$ cat src/rtl/dsrs_pkg.sv
package dsrs_pkg;

  localparam int INTERVAL_W = 14;
  localparam int REQ_W      = 16;
  localparam int LEN_W      = 16;
  localparam int COUNT_W    = 32;
  localparam int PROD_W     = INTERVAL_W + LEN_W;

  localparam logic [INTERVAL_W-1:0] MIN_INTERVAL     = INTERVAL_W'(500);
  localparam logic [INTERVAL_W-1:0] MAX_INTERVAL     = INTERVAL_W'(10000);
  localparam logic [INTERVAL_W-1:0] DEFAULT_INTERVAL = INTERVAL_W'(2000);

  // item kinds
  localparam logic [2:0] KIND_TICK     = 3'd0;
  localparam logic [2:0] KIND_SET_CMD  = 3'd1;
  localparam logic [2:0] KIND_SET_NOW  = 3'd2;
  localparam logic [2:0] KIND_RAMP_TO  = 3'd3;
  localparam logic [2:0] KIND_SMOOTH   = 3'd4;
  localparam logic [2:0] KIND_CLEAR    = 3'd5;

  // motion commands
  localparam logic [2:0] CMD_STOP = 3'd0;
  localparam logic [2:0] CMD_FWD  = 3'd1;
  localparam logic [2:0] CMD_BACK = 3'd2;
  localparam logic [2:0] CMD_CW   = 3'd3;
  localparam logic [2:0] CMD_CCW  = 3'd4;

  // per-motor direction
  localparam logic [1:0] DIR_NONE = 2'd0;
  localparam logic [1:0] DIR_FWD  = 2'd1;
  localparam logic [1:0] DIR_BACK = 2'd2;

  typedef struct packed {
    logic [2:0]       kind;
    logic [2:0]       command;
    logic [REQ_W-1:0] interval_request;
  } in_item_t;

  typedef struct packed {
    logic [3:0]                coils_a;
    logic [3:0]                coils_b;
    logic [INTERVAL_W-1:0]     step_interval;
    logic signed [COUNT_W-1:0] step_count;
    logic                      moving;
    logic                      ramping;
  } out_item_t;

  typedef struct packed {
    logic exec;
    logic mul;
    logic div_load;
    logic div_step;
    logic commit;
    logic out_load;
  } dsrs_cmd_t;

  typedef struct packed {
    logic need_div;
    logic div_last;
  } dsrs_stat_t;

  function automatic logic [INTERVAL_W-1:0] clamp_interval(input logic [REQ_W-1:0] req);
    logic [INTERVAL_W-1:0] v;
    if (req < REQ_W'(MIN_INTERVAL)) begin
      v = MIN_INTERVAL;
    end else if (req > REQ_W'(MAX_INTERVAL)) begin
      v = MAX_INTERVAL;
    end else begin
      v = req[INTERVAL_W-1:0];
    end
    return v;
  endfunction

  function automatic logic [1:0] motor_dir(input logic [2:0] cmd, input logic sel_b);
    logic [1:0] d;
    case (cmd)
      CMD_FWD:  d = DIR_FWD;
      CMD_BACK: d = DIR_BACK;
      CMD_CW:   d = sel_b ? DIR_BACK : DIR_FWD;
      CMD_CCW:  d = sel_b ? DIR_FWD : DIR_BACK;
      default:  d = DIR_NONE;
    endcase
    return d;
  endfunction

  function automatic logic [2:0] step_phase(input logic [2:0] ph, input logic [1:0] dir);
    logic [2:0] p;
    case (dir)
      DIR_FWD:  p = ph + 3'd1;
      DIR_BACK: p = ph - 3'd1;
      default:  p = ph;
    endcase
    return p;
  endfunction

  // eight-phase half-step coil pattern
  function automatic logic [3:0] half_step_coils(input logic [2:0] ph);
    logic [3:0] c;
    case (ph)
      3'd0:    c = 4'h1;
      3'd1:    c = 4'h3;
      3'd2:    c = 4'h2;
      3'd3:    c = 4'h6;
      3'd4:    c = 4'h4;
      3'd5:    c = 4'hC;
      3'd6:    c = 4'h8;
      3'd7:    c = 4'h9;
      default: c = 4'h0;
    endcase
    return c;
  endfunction

endpackage

$ cat src/rtl/dsrs_ctrl.sv
module dsrs_ctrl (
  input  logic                clk,
  input  logic                rst_n,
  input  logic                in_valid,
  output logic                in_stall,
  output logic                out_valid,
  input  logic                out_stall,
  input  dsrs_pkg::dsrs_stat_t stat,
  output dsrs_pkg::dsrs_cmd_t  cmd
);
  import dsrs_pkg::*;

  localparam logic [2:0] ST_IDLE   = 3'd0;
  localparam logic [2:0] ST_MUL    = 3'd1;
  localparam logic [2:0] ST_LOAD   = 3'd2;
  localparam logic [2:0] ST_DIV    = 3'd3;
  localparam logic [2:0] ST_COMMIT = 3'd4;
  localparam logic [2:0] ST_RESP   = 3'd5;

  logic [2:0] state_r, state_nxt;
  logic       out_valid_r, out_valid_nxt;
  logic       out_free;

  assign out_free  = !out_valid_r || !out_stall;
  assign in_stall  = (state_r != ST_IDLE);
  assign out_valid = out_valid_r;

  always_comb begin
    state_nxt = state_r;
    cmd       = '0;
    case (state_r)
      ST_IDLE: begin
        if (in_valid) begin
          cmd.exec  = 1'b1;
          state_nxt = stat.need_div ? ST_MUL : ST_RESP;
        end
      end
      ST_MUL: begin
        cmd.mul   = 1'b1;
        state_nxt = ST_LOAD;
      end
      ST_LOAD: begin
        cmd.div_load = 1'b1;
        state_nxt    = ST_DIV;
      end
      ST_DIV: begin
        cmd.div_step = 1'b1;
        if (stat.div_last) begin
          state_nxt = ST_COMMIT;
        end
      end
      ST_COMMIT: begin
        cmd.commit = 1'b1;
        state_nxt  = ST_RESP;
      end
      ST_RESP: begin
        if (out_free) begin
          cmd.out_load = 1'b1;
          state_nxt    = ST_IDLE;
        end
      end
      default: begin
        state_nxt = ST_IDLE;
      end
    endcase
  end

  assign out_valid_nxt = cmd.out_load ? 1'b1 : (out_valid_r && out_stall);

  always_ff @(posedge clk) begin
    if (!rst_n) begin
      state_r     <= ST_IDLE;
      out_valid_r <= 1'b0;
    end else begin
      state_r     <= state_nxt;
      out_valid_r <= out_valid_nxt;
    end
  end

`ifndef SYNTHESIS
  a_load_free: assert property (@(posedge clk) disable iff (!rst_n)
    cmd.out_load |-> (!out_valid_r || !out_stall))
    else $error("result register overwritten while held");

  a_short_path: assert property (@(posedge clk) disable iff (!rst_n)
    (state_r == ST_IDLE && in_valid && !stat.need_div) |=> (state_r == ST_RESP))
    else $error("simple item did not go straight to result");

  a_div_end: assert property (@(posedge clk) disable iff (!rst_n)
    (state_r == ST_DIV && stat.div_last) |=> (state_r == ST_COMMIT))
    else $error("divider end not followed by commit");

  a_out_hold: assert property (@(posedge clk) disable iff (!rst_n)
    (out_valid_r && out_stall) |=> out_valid_r)
    else $error("held result dropped");
`endif

endmodule

$ cat src/rtl/dsrs_datapath.sv
module dsrs_datapath (
  input  logic                 clk,
  input  logic                 rst_n,
  input  dsrs_pkg::in_item_t   in_data,
  input  logic                 cfg_we,
  input  logic [15:0]          cfg_data,
  input  dsrs_pkg::dsrs_cmd_t  cmd,
  output dsrs_pkg::dsrs_stat_t stat,
  output dsrs_pkg::out_item_t  out_data
);
  import dsrs_pkg::*;

  localparam logic [3:0] DIV_LAST_CNT = 4'(INTERVAL_W - 1);

  logic [LEN_W-1:0]        ramp_length_r;
  logic [2:0]              motion_r;
  logic [2:0]              phase_a_r, phase_b_r;
  logic [3:0]              coils_a_r, coils_b_r;
  logic [INTERVAL_W-1:0]   interval_r, ramp_from_r, ramp_to_r;
  logic [LEN_W-1:0]        ramp_ticks_r;
  logic                    ramp_active_r, stop_after_r;
  logic signed [COUNT_W-1:0] total_r;

  logic [PROD_W-1:0]       product_r;
  logic [LEN_W-1:0]        rem_r;
  logic [INTERVAL_W-1:0]   dvd_r, quot_r;
  logic [3:0]              cnt_r;
  out_item_t               out_r;

  logic [LEN_W-1:0]        ticks_inc;
  logic                    ramp_end, is_tick, ramp_stop, down;
  logic [2:0]              cmd_eff, cmd_clip;
  logic [1:0]              dir_a, dir_b;
  logic [2:0]              phase_a_nxt, phase_b_nxt;
  logic [INTERVAL_W-1:0]   req_clamped, diff;
  logic [LEN_W:0]          rem_sh, rem_sub;
  logic                    rem_ge;

  assign is_tick   = (in_data.kind == KIND_TICK);
  assign ticks_inc = ramp_ticks_r + LEN_W'(1);
  assign ramp_end  = (ticks_inc == '0) || (ticks_inc >= ramp_length_r);
  // ramp finishing on this tick with a pending smooth stop: no step
  assign ramp_stop = ramp_active_r && ramp_end && stop_after_r;
  assign cmd_eff   = ramp_stop ? CMD_STOP : motion_r;
  assign dir_a     = motor_dir(cmd_eff, 1'b0);
  assign dir_b     = motor_dir(cmd_eff, 1'b1);
  assign phase_a_nxt = step_phase(phase_a_r, dir_a);
  assign phase_b_nxt = step_phase(phase_b_r, dir_b);
  assign req_clamped = clamp_interval(in_data.interval_request);
  assign cmd_clip  = (in_data.command inside {[CMD_STOP:CMD_CCW]}) ? in_data.command : CMD_STOP;

  assign down = (ramp_from_r > ramp_to_r);
  assign diff = down ? (ramp_from_r - ramp_to_r) : (ramp_to_r - ramp_from_r);

  // restoring divider step
  assign rem_sh  = {rem_r, dvd_r[INTERVAL_W-1]};
  assign rem_ge  = (rem_sh >= {1'b0, ramp_length_r});
  assign rem_sub = rem_sh - {1'b0, ramp_length_r};

  assign stat.need_div = is_tick && ramp_active_r && !ramp_end;
  assign stat.div_last = (cnt_r == '0);
  assign out_data      = out_r;

  always_ff @(posedge clk) begin
    if (!rst_n) begin
      ramp_length_r <= '0;
      motion_r      <= CMD_STOP;
      phase_a_r     <= '0;
      phase_b_r     <= '0;
      coils_a_r     <= '0;
      coils_b_r     <= '0;
      interval_r    <= DEFAULT_INTERVAL;
      ramp_from_r   <= DEFAULT_INTERVAL;
      ramp_to_r     <= DEFAULT_INTERVAL;
      ramp_ticks_r  <= '0;
      ramp_active_r <= 1'b0;
      stop_after_r  <= 1'b0;
      total_r       <= '0;
    end else begin
      if (cfg_we) begin
        ramp_length_r <= cfg_data;
      end
      if (cmd.exec) begin
        case (in_data.kind)
          KIND_TICK: begin
            if (ramp_active_r) begin
              if (ramp_end) begin
                interval_r    <= ramp_to_r;
                ramp_active_r <= 1'b0;
                ramp_ticks_r  <= '0;
                if (stop_after_r) begin
                  stop_after_r <= 1'b0;
                  motion_r     <= CMD_STOP;
                end
              end else begin
                ramp_ticks_r <= ticks_inc;
              end
            end
            if (dir_a != DIR_NONE) begin
              phase_a_r <= phase_a_nxt;
              coils_a_r <= half_step_coils(phase_a_nxt);
              total_r   <= (dir_a == DIR_FWD) ? total_r + 32'sd1 : total_r - 32'sd1;
            end
            if (dir_b != DIR_NONE) begin
              phase_b_r <= phase_b_nxt;
              coils_b_r <= half_step_coils(phase_b_nxt);
            end
          end
          KIND_SET_CMD: begin
            motion_r <= cmd_clip;
            if (cmd_clip == CMD_STOP) begin
              coils_a_r <= '0;
              coils_b_r <= '0;
            end
          end
          KIND_SET_NOW: begin
            interval_r <= req_clamped;
          end
          KIND_RAMP_TO: begin
            if (ramp_length_r == '0) begin
              interval_r <= req_clamped;
            end else begin
              ramp_to_r    <= req_clamped;
              ramp_ticks_r <= '0;
              if (interval_r != req_clamped) begin
                ramp_from_r   <= interval_r;
                ramp_active_r <= 1'b1;
              end
            end
          end
          KIND_SMOOTH: begin
            if (ramp_length_r == '0 || motion_r == CMD_STOP) begin
              motion_r  <= CMD_STOP;
              coils_a_r <= '0;
              coils_b_r <= '0;
            end else begin
              stop_after_r  <= 1'b1;
              ramp_from_r   <= interval_r;
              ramp_to_r     <= MAX_INTERVAL;
              ramp_ticks_r  <= '0;
              ramp_active_r <= 1'b1;
            end
          end
          KIND_CLEAR: begin
            total_r <= '0;
          end
          default: begin
          end
        endcase
      end
      if (cmd.commit) begin
        interval_r <= down ? (ramp_from_r - quot_r) : (ramp_from_r + quot_r);
      end
    end
  end

  // interpolation: |to - from| * ticks / length, quotient fits the interval width
  always_ff @(posedge clk) begin
    if (cmd.mul) begin
      product_r <= PROD_W'(diff) * PROD_W'(ramp_ticks_r);
    end
    if (cmd.div_load) begin
      rem_r  <= product_r[PROD_W-1:INTERVAL_W];
      dvd_r  <= product_r[INTERVAL_W-1:0];
      quot_r <= '0;
      cnt_r  <= DIV_LAST_CNT;
    end else if (cmd.div_step) begin
      rem_r  <= rem_ge ? rem_sub[LEN_W-1:0] : rem_sh[LEN_W-1:0];
      dvd_r  <= {dvd_r[INTERVAL_W-2:0], 1'b0};
      quot_r <= {quot_r[INTERVAL_W-2:0], rem_ge};
      cnt_r  <= cnt_r - 4'd1;
    end
    if (cmd.out_load) begin
      out_r.coils_a       <= coils_a_r;
      out_r.coils_b       <= coils_b_r;
      out_r.step_interval <= interval_r;
      out_r.step_count    <= total_r;
      out_r.moving        <= (motion_r != CMD_STOP);
      out_r.ramping       <= ramp_active_r;
    end
  end

endmodule

$ cat src/rtl/dual_stepper_ramp_sequencer.sv
// channel  dir  handshake          payload
// in_      in   in_valid/in_stall  in_data   (kind, command, interval_request)
// out_     out  out_valid/out_stall out_data (coils, interval, count, flags)
// cfg_     in   cfg_valid/cfg_ready cfg_data (ramp_length)
//
// a simple item goes from accept straight to the result; a tick that interpolates a running ramp
// takes the long path: one multiply plus the 14-step serial restoring divider
// one item at a time; in_stall is high from accept until the result is loaded
// the result register lets the next item start while out_stall holds a result
// rst_n is synchronous, active low; config is taken in any cycle
module dual_stepper_ramp_sequencer (
  input  logic               clk,
  input  logic               rst_n,
  input  logic               in_valid,
  output logic               in_stall,
  input  dsrs_pkg::in_item_t in_data,
  output logic               out_valid,
  input  logic               out_stall,
  output dsrs_pkg::out_item_t out_data,
  input  logic               cfg_valid,
  output logic               cfg_ready,
  input  logic [15:0]        cfg_data
);
  import dsrs_pkg::*;

  dsrs_cmd_t  cmd;
  dsrs_stat_t stat;

  // ramp length register is always writable
  assign cfg_ready = 1'b1;

  // sequencing: accept, multiply, divider load, divide, commit, result
  dsrs_ctrl u_ctrl (
    .clk       (clk),
    .rst_n     (rst_n),
    .in_valid  (in_valid),
    .in_stall  (in_stall),
    .out_valid (out_valid),
    .out_stall (out_stall),
    .stat      (stat),
    .cmd       (cmd)
  );

  // motor state, ramp state, serial divider and result register
  dsrs_datapath u_datapath (
    .clk      (clk),
    .rst_n    (rst_n),
    .in_data  (in_data),
    .cfg_we   (cfg_valid && cfg_ready),
    .cfg_data (cfg_data),
    .cmd      (cmd),
    .stat     (stat),
    .out_data (out_data)
  );

endmodule
$ cat config.mk
export PLATFORM = sky130hd
export DESIGN_NAME = dual_stepper_ramp_sequencer
export DESIGN_NICKNAME = d
export VERILOG_FILES = /design/src/rtl/dsrs_pkg.sv /design/src/rtl/dsrs_ctrl.sv /design/src/rtl/dsrs_datapath.sv /design/src/rtl/dual_stepper_ramp_sequencer.sv
export SDC_FILE = /design/constraint.sdc
export NUM_CORES = 1
export LEC_CHECK = 0
export BUFFER_PORTS_ARGS = -buffer_cell sky130_fd_sc_hd__buf_4
export CAP_MARGIN = 20
export CORE_MARGIN = 2
export CORE_UTILIZATION = 50
export CTS_CLUSTER_DIAMETER = 100
export DETAILED_ROUTE_END_ITERATION = 7
export PLACE_DENSITY = 0.72
export SLEW_MARGIN = 20
export SYNTH_ARGS = -nofsm -noshare
export SYNTH_HDL_FRONTEND = slang
export SYNTH_HIERARCHICAL = 1
export SYNTH_SLANG_ARGS = --single-unit
$ cat constraint.sdc
create_clock -name clk -period 25.3 [get_ports clk]
set_input_delay 1.265 -clock clk [delete_from_list [all_inputs] [get_ports clk]]
set_output_delay 1.265 -clock clk [all_outputs]
set_load 0.01 [all_outputs]
Word-level counts from Yosys, hierarchy flattened. Memory sizes are Yosys's and may differ from the RTL's. Cells that the tools add are included.

Bits of input ports: 43. Register bits: 263. Memory bits (read-only): 64. Memories kept: 2.

Add/sub/neg operators: 13. Reductions and logical operators: 48. Multipliers: 1. Order comparisons: 7. Muxes and demuxes: 70. Eq/ne operators: 35.

Memories: (no name shown) (depth 8, bits a word 4, rd ports 1, clocked after Yosys merged registers in 0, write ports 0, line dsrs_pkg.sv:99) `case (ph)`; (no name shown) (depth 8, bits a word 4, rd ports 1, clocked after Yosys merged registers in 0, write ports 0, line dsrs_pkg.sv:99).

Operator list (count): 14-bit 2-to-1 mux (16); 16-bit 2-to-1 mux (7); 32-bit 2-to-1 mux (2); 32-bit one-hot mux with 2 select lines (1); 14-bit one-hot mux with 2 select lines (2); 16-bit one-hot mux with 3 select lines (1); 14-bit one-hot mux with 3 select lines (1); 14-bit subtractor (3); 5-bit AND reduction (7); 32-bit by 2-bit adder with 32-bit output, second input constant (1); 16-bit logical NOT (2); 32-bit by 2-bit subtractor with 32-bit output, second input constant (1); 14-bit by 16-bit multiplier with 30-bit output (1); 3-bit 2-to-1 mux (10); 4-bit one-hot mux with 3 select lines (2); 3-bit by 2-bit == test with 1-bit output, second input constant (6); 3-bit one-hot mux with 6 select lines (1); 17-bit by 16-bit greater-or-equal comparator with 1-bit output (1); 16-bit by 1-bit adder with 16-bit output, second input constant (1); 16-bit greater-or-equal comparator (1); 16-bit by 14-bit greater-than comparator with 1-bit output, second input constant (1); 16-bit by 9-bit less-than comparator with 1-bit output, second input constant (1); 1-bit 2-to-1 mux (16); 4-bit 2-to-1 mux (4); 33 further kinds (85).

Longest topological paths before layout. An unclocked memory read counts as a cell.

Word-level depth: 14. Mapped depth: 37.

Cells and area by module. The synthesis kept the hierarchy.

By module, submodules not included: dsrs_datapath (cells each 2536, area each 23068.4 sq um, instances 1); dsrs_ctrl (cells each 31, area each 267.8 sq um, instances 1); dual_stepper_ramp_sequencer (cells each 2, area each 11.3 sq um, instances 1).

Worst setup path before layout. No wires, ideal clock.

Path kind: reg2reg. Start: register u_datapath.ramp_from_r[11]. End: register u_datapath.product_r[29], data pin. Setup slack: 16.524 ns. Clock period less this slack: 8.776 ns. Data arrival time: 8.516 ns. Stages on the path, launching flop included: 34. Data required time: 25.040 ns. Setup time: 0.260 ns. Path through: dfxtp_1 -> inv_1 -> ha_1 -> clkbuf_1 -> a21o_1 -> a21o_1 -> a221oi_1 -> a21oi_1 -> clkbuf_1 -> a21oi_1 -> o211ai_1 -> o31ai_1 -> xor2_1 -> clkbuf_1 -> nand2_1 -> fa_1 -> fa_1 -> inv_1 -> fa_1 -> fa_1 -> fa_1 -> inv_1 -> fa_1 -> inv_1 -> ha_1 -> a21o_1 -> a21oi_1 -> o21a_1 -> a31oi_1 -> a31oi_1 -> o211ai_1 -> a31o_2 -> a21oi_1 -> xnor2_1.

Word-level cells in the longest chain between the ends: 3. Elaborated cells on any way between the ends: 5.

RTL lines: start, declared (line dsrs_datapath.sv:19) `logic [INTERVAL_W-1:0] interval_r, ramp_from_r, ramp_to_r;`; start signal, assigned (line dsrs_datapath.sv:126) `ramp_from_r <= interval_r;`; start signal, assigned (line dsrs_datapath.sv:138) `ramp_from_r <= interval_r;`; 14-bit subtractor / 14-bit greater-than comparator (equally long branches) (line dsrs_datapath.sv:53, dsrs_datapath.sv:52); 14-bit 2-to-1 mux * (line dsrs_datapath.sv:53) `assign diff = down ? (ramp_from_r - ramp_to_r) : (ramp_to_r - ramp_from_r);`; 14-bit by 16-bit multiplier with 30-bit output * (line dsrs_datapath.sv:160) `product_r <= PROD_W'(diff) * PROD_W'(ramp_ticks_r);`; end signal, assigned (line dsrs_datapath.sv:160); end, declared (line dsrs_datapath.sv:24) `logic [PROD_W-1:0] product_r;`.

Every way passes the cells marked *; elsewhere a longest branch is shown, timed or not. A chain may end at the register's enable or synchronous reset.

Worst setup path in the final report.
Start: register u_datapath.ramp_from_r[12]. End: register u_datapath.product_r[23], data pin.

The elaborated chain is that of the path after synthesis.

==> impl_results.md <==
* WP data arrival at about 11000 ps
* Max Clk Rate at 96.0 MHz
* Post-synth EDFFs at 116
* Measured slew at the worst slew-check pin at approximately 1100 ps
* Detailed-route wire length at 59.6 mm
* Die height at between 200 and 250 um
* CTS sink cnt at 263
* Vias per cell at 5.79
* PostCTS Resize Cnt at 0
* # rows at 79
* IO Count at 102
* Crit Path Class: flip-flop to flip-flop
* Final setup violating endpoints at 0
* Async SR Flop Fraction at 0%
* Seq/Total Area, Yosys at between 20% and 30%
* Tcrit/Tclk final at between 40% and 50%
* CP max-delay cell: o21a_1
* CTS Buf Count at 28
* Synthesized area per cell at 9.09 um^2
* Pins over their slew limit at 0
* Final Hold Viols at 0
* RSZ-0062 raised after global routing: no
* MaxCap Viol Count at 0
* Syn_nets at roughly 3000
* Yosys reg bits at around 260
* Hpwl dp at about 46 mm
* Gate Count Post-Synth at 2569
* GR Overflow Total at 0
* Commonest non-fill, non-tap cell in the layout: inv_1
* DRC errors left at 0
* I/O Buffers at 100
* WHS Path Cells at 0
* Critical path launch point type: flip-flop
* Drt first-iter violations at around 1400
* Fraction of layout cells with a size suffix above 1 at about 8.6%
* Top cell by count, worst path: fa_1
* Clock transition at the registers of the reported paths at 60 ps
* Die area at a little under 0.05 mm^2
* Drt wl/cell at approximately 18 um
* Fin crit period at approximately 10000 ps
* Peak supply drop at approximately 0.050 mV
* Dpl cells at ~3200
* Leak at approximately 12 nW
* FF-to-FF path depth at 30
* Core area at between 0.04 and 0.05 mm^2
* Root Buffer: clkbuf_16
* ANT nets after route at 0
* First-pass GRT wire length at between 90 and 100 mm
* Initial antenna violation count at 0
* Tot GR Track Use at 25.0%
* Top_reg_cell synth: dfxtp_1
* Post-CTS setup buffer count at 0
* Die width at about 220 um
* Vias in the first global route at 19100
* CP Max Fanout at 37
* HP Class: flip-flop to flip-flop
* H-tree depth at 1
* CP Capture Type: flip-flop
* Final nets at between 3000 and 4000
* Hold_ws at between 400 and 500 ps
* Relative slew slack at around 28%
* Clock latency on the worst-skew pair at 570 ps
* Post-Syn Area at roughly 0.023 mm^2
* CTS tree: yes
* Post-route setup TNS at 0 ps
* N_diodes at 0
* Outcome: completed
* Netlist cell types at a little under 90
* Vias at around 19000
* Drt pass-1 iters at 6
* Finished Layout Cells at approximately 3200
* Worst Skew at around 28 ps
* Crit-path max cell delay at about 700 ps
* Initial Util at about half
* Synth warn at 6
* Layout area overhead at 9.90%
* CTS Buffer Depth at 3
* GPL Wtd Cong at roughly 0.94
* Worst path required time at roughly 26000 ps
* Commonest cells after routing, fill and taps aside: 289 x inv_1, 246 x nand2_1, 204 x ha_1
* Pwr dens at between 40 and 50 mW/mm^2
* Post-CTS Hold Buffers at 0
* Largest net degree at the start of global routing at between 60 and 70
-- final cells by class --
class | count | area [um^2]
Sequential cell | 263 | 6430
Multi-Input combinational cell | 1901 | 15400
Clock buffer | 32 | 726
Tap cell | 607 | 759
Timing Repair Buffer | 128 | 961
Fill cell | 4095 | 20700
Inverter | 291 | 1090
Clock inverter | 20 | 260
-- final timing paths --
path	slack [ps]	to	from
worst max-delay path	14880	u_datapath/product_r[23]$_DFFE_PP_	u_datapath/ramp_from_r[12]$_SDFFE_PN0P_
worst min-delay path	430	u_datapath/out_data[48]$_DFFE_PP_	u_datapath/coils_b_r[0]$_SDFFE_PN0P_
worst max register to register	14880	u_datapath/product_r[23]$_DFFE_PP_	u_datapath/ramp_from_r[12]$_SDFFE_PN0P_
worst min register to register	430	u_datapath/out_data[48]$_DFFE_PP_	u_datapath/coils_b_r[0]$_SDFFE_PN0P_
-- cells in the mapped netlist, types with 44 or more instances --
| cell | number | area (um^2) |
|---|---|---|
| nand3_1 | 44 | 220 |
| inv_1 | 289 | 1080 |
| edfxtp_1 | 116 | 3480 |
| nand2_1 | 246 | 923 |
| ha_1 | 204 | 2550 |
| fa_1 | 172 | 3440 |
| nor2_1 | 168 | 631 |
| nor3_1 | 54 | 270 |
| xnor2_1 | 74 | 648 |
| mux2i_1 | 61 | 611 |
| dfxtp_1 | 147 | 2940 |
| clkbuf_1 | 101 | 379 |
| a21o_1 | 44 | 330 |
| a21oi_1 | 131 | 656 |
| and2_1 | 94 | 588 |
| o21ai_0 | 81 | 405 |
-- cell families (layout without fill, tap and decap cells) --
family                   count (synthesis)  in the layout  share of synthesized area, %
buffers and inverters                  405            471                          6.62
multiplexers                            88             88                          4.11
XOR/XNOR                               117            117                          4.39
other                                    1              1                        0.0161
AO/OA/AOI/OAI                          515            515                          14.7
flip-flops                             263            263                          27.5
AND/OR/NAND/NOR                        804            804                          17.0
adder cells (fa/ha/maj)                376            376                          25.7
-- metrics by stage --
step	util (%)	power [mW]	area (um^2)	setup slack, ps
3_5_place_dp	53.2	0.761	24700	14820
3_3_place_gp	53.2	0.754	24700	15240
6_report	55.3	1.20	25700	14880
5_1_grt	55.3	1.25	25700	14140
4_1_cts	55.3	1.20	25600	14810
2_1_floorplan	-	0.681	23300	16520
-- where the power goes --
group | total (mW) | switching, mW | internal (mW)
logic | 0.263 | 0.166 | 0.0964
clock network | 0.440 | 0.181 | 0.259
registers | 0.495 | 0.0198 | 0.475
total | 1.20 | 0.367 | 0.831
-- state kept, by name, indices dropped and copies added (netlist names), 4 cells and up --
| signal | flops |
|---|---|
| u_datapath/out_data | 56 |
| u_datapath/total_r | 32 |
| u_datapath/product_r | 30 |
| u_datapath/ramp_length_r | 16 |
| u_datapath/ramp_ticks_r | 16 |
| u_datapath/rem_r | 16 |
| u_datapath/dvd_r | 14 |
| u_datapath/interval_r | 14 |
| u_datapath/quot_r | 14 |
| u_datapath/ramp_from_r | 14 |
| u_datapath/ramp_to_r | 14 |
| u_datapath/cnt_r | 4 |
| u_datapath/coils_a_r | 4 |
| u_datapath/coils_b_r | 4 |
-- critical path: cells and delay by family (launching register included) --
| kind | cells | cell delay [ps] |
|---|---|---|
| compound gates | 13 | 3900 |
| buf+inv | 5 | 470 |
| flops | 1 | 380 |
| fa+ha+maj | 8 | 4100 |
| simple gates | 1 | 390 |
| xor+xnor | 1 | 140 |
| mux | 2 | 770 |
-- layer usage --
| metal | up-vias | track usage (%) | wire length [um] |
|---|---|---|---|
| li1 | 8928 | - | - |
| met1 | 9260 | 31.6 | 25300 |
| met2 | 500 | 44.7 | 29600 |
| met3 | 96 | 2.43 | 2930 |
| met4 | 0 | 8.14 | 1780 |
| met5 | - | 0 | 0 |
Note: power is estimated with default switching activity, not from simulation.
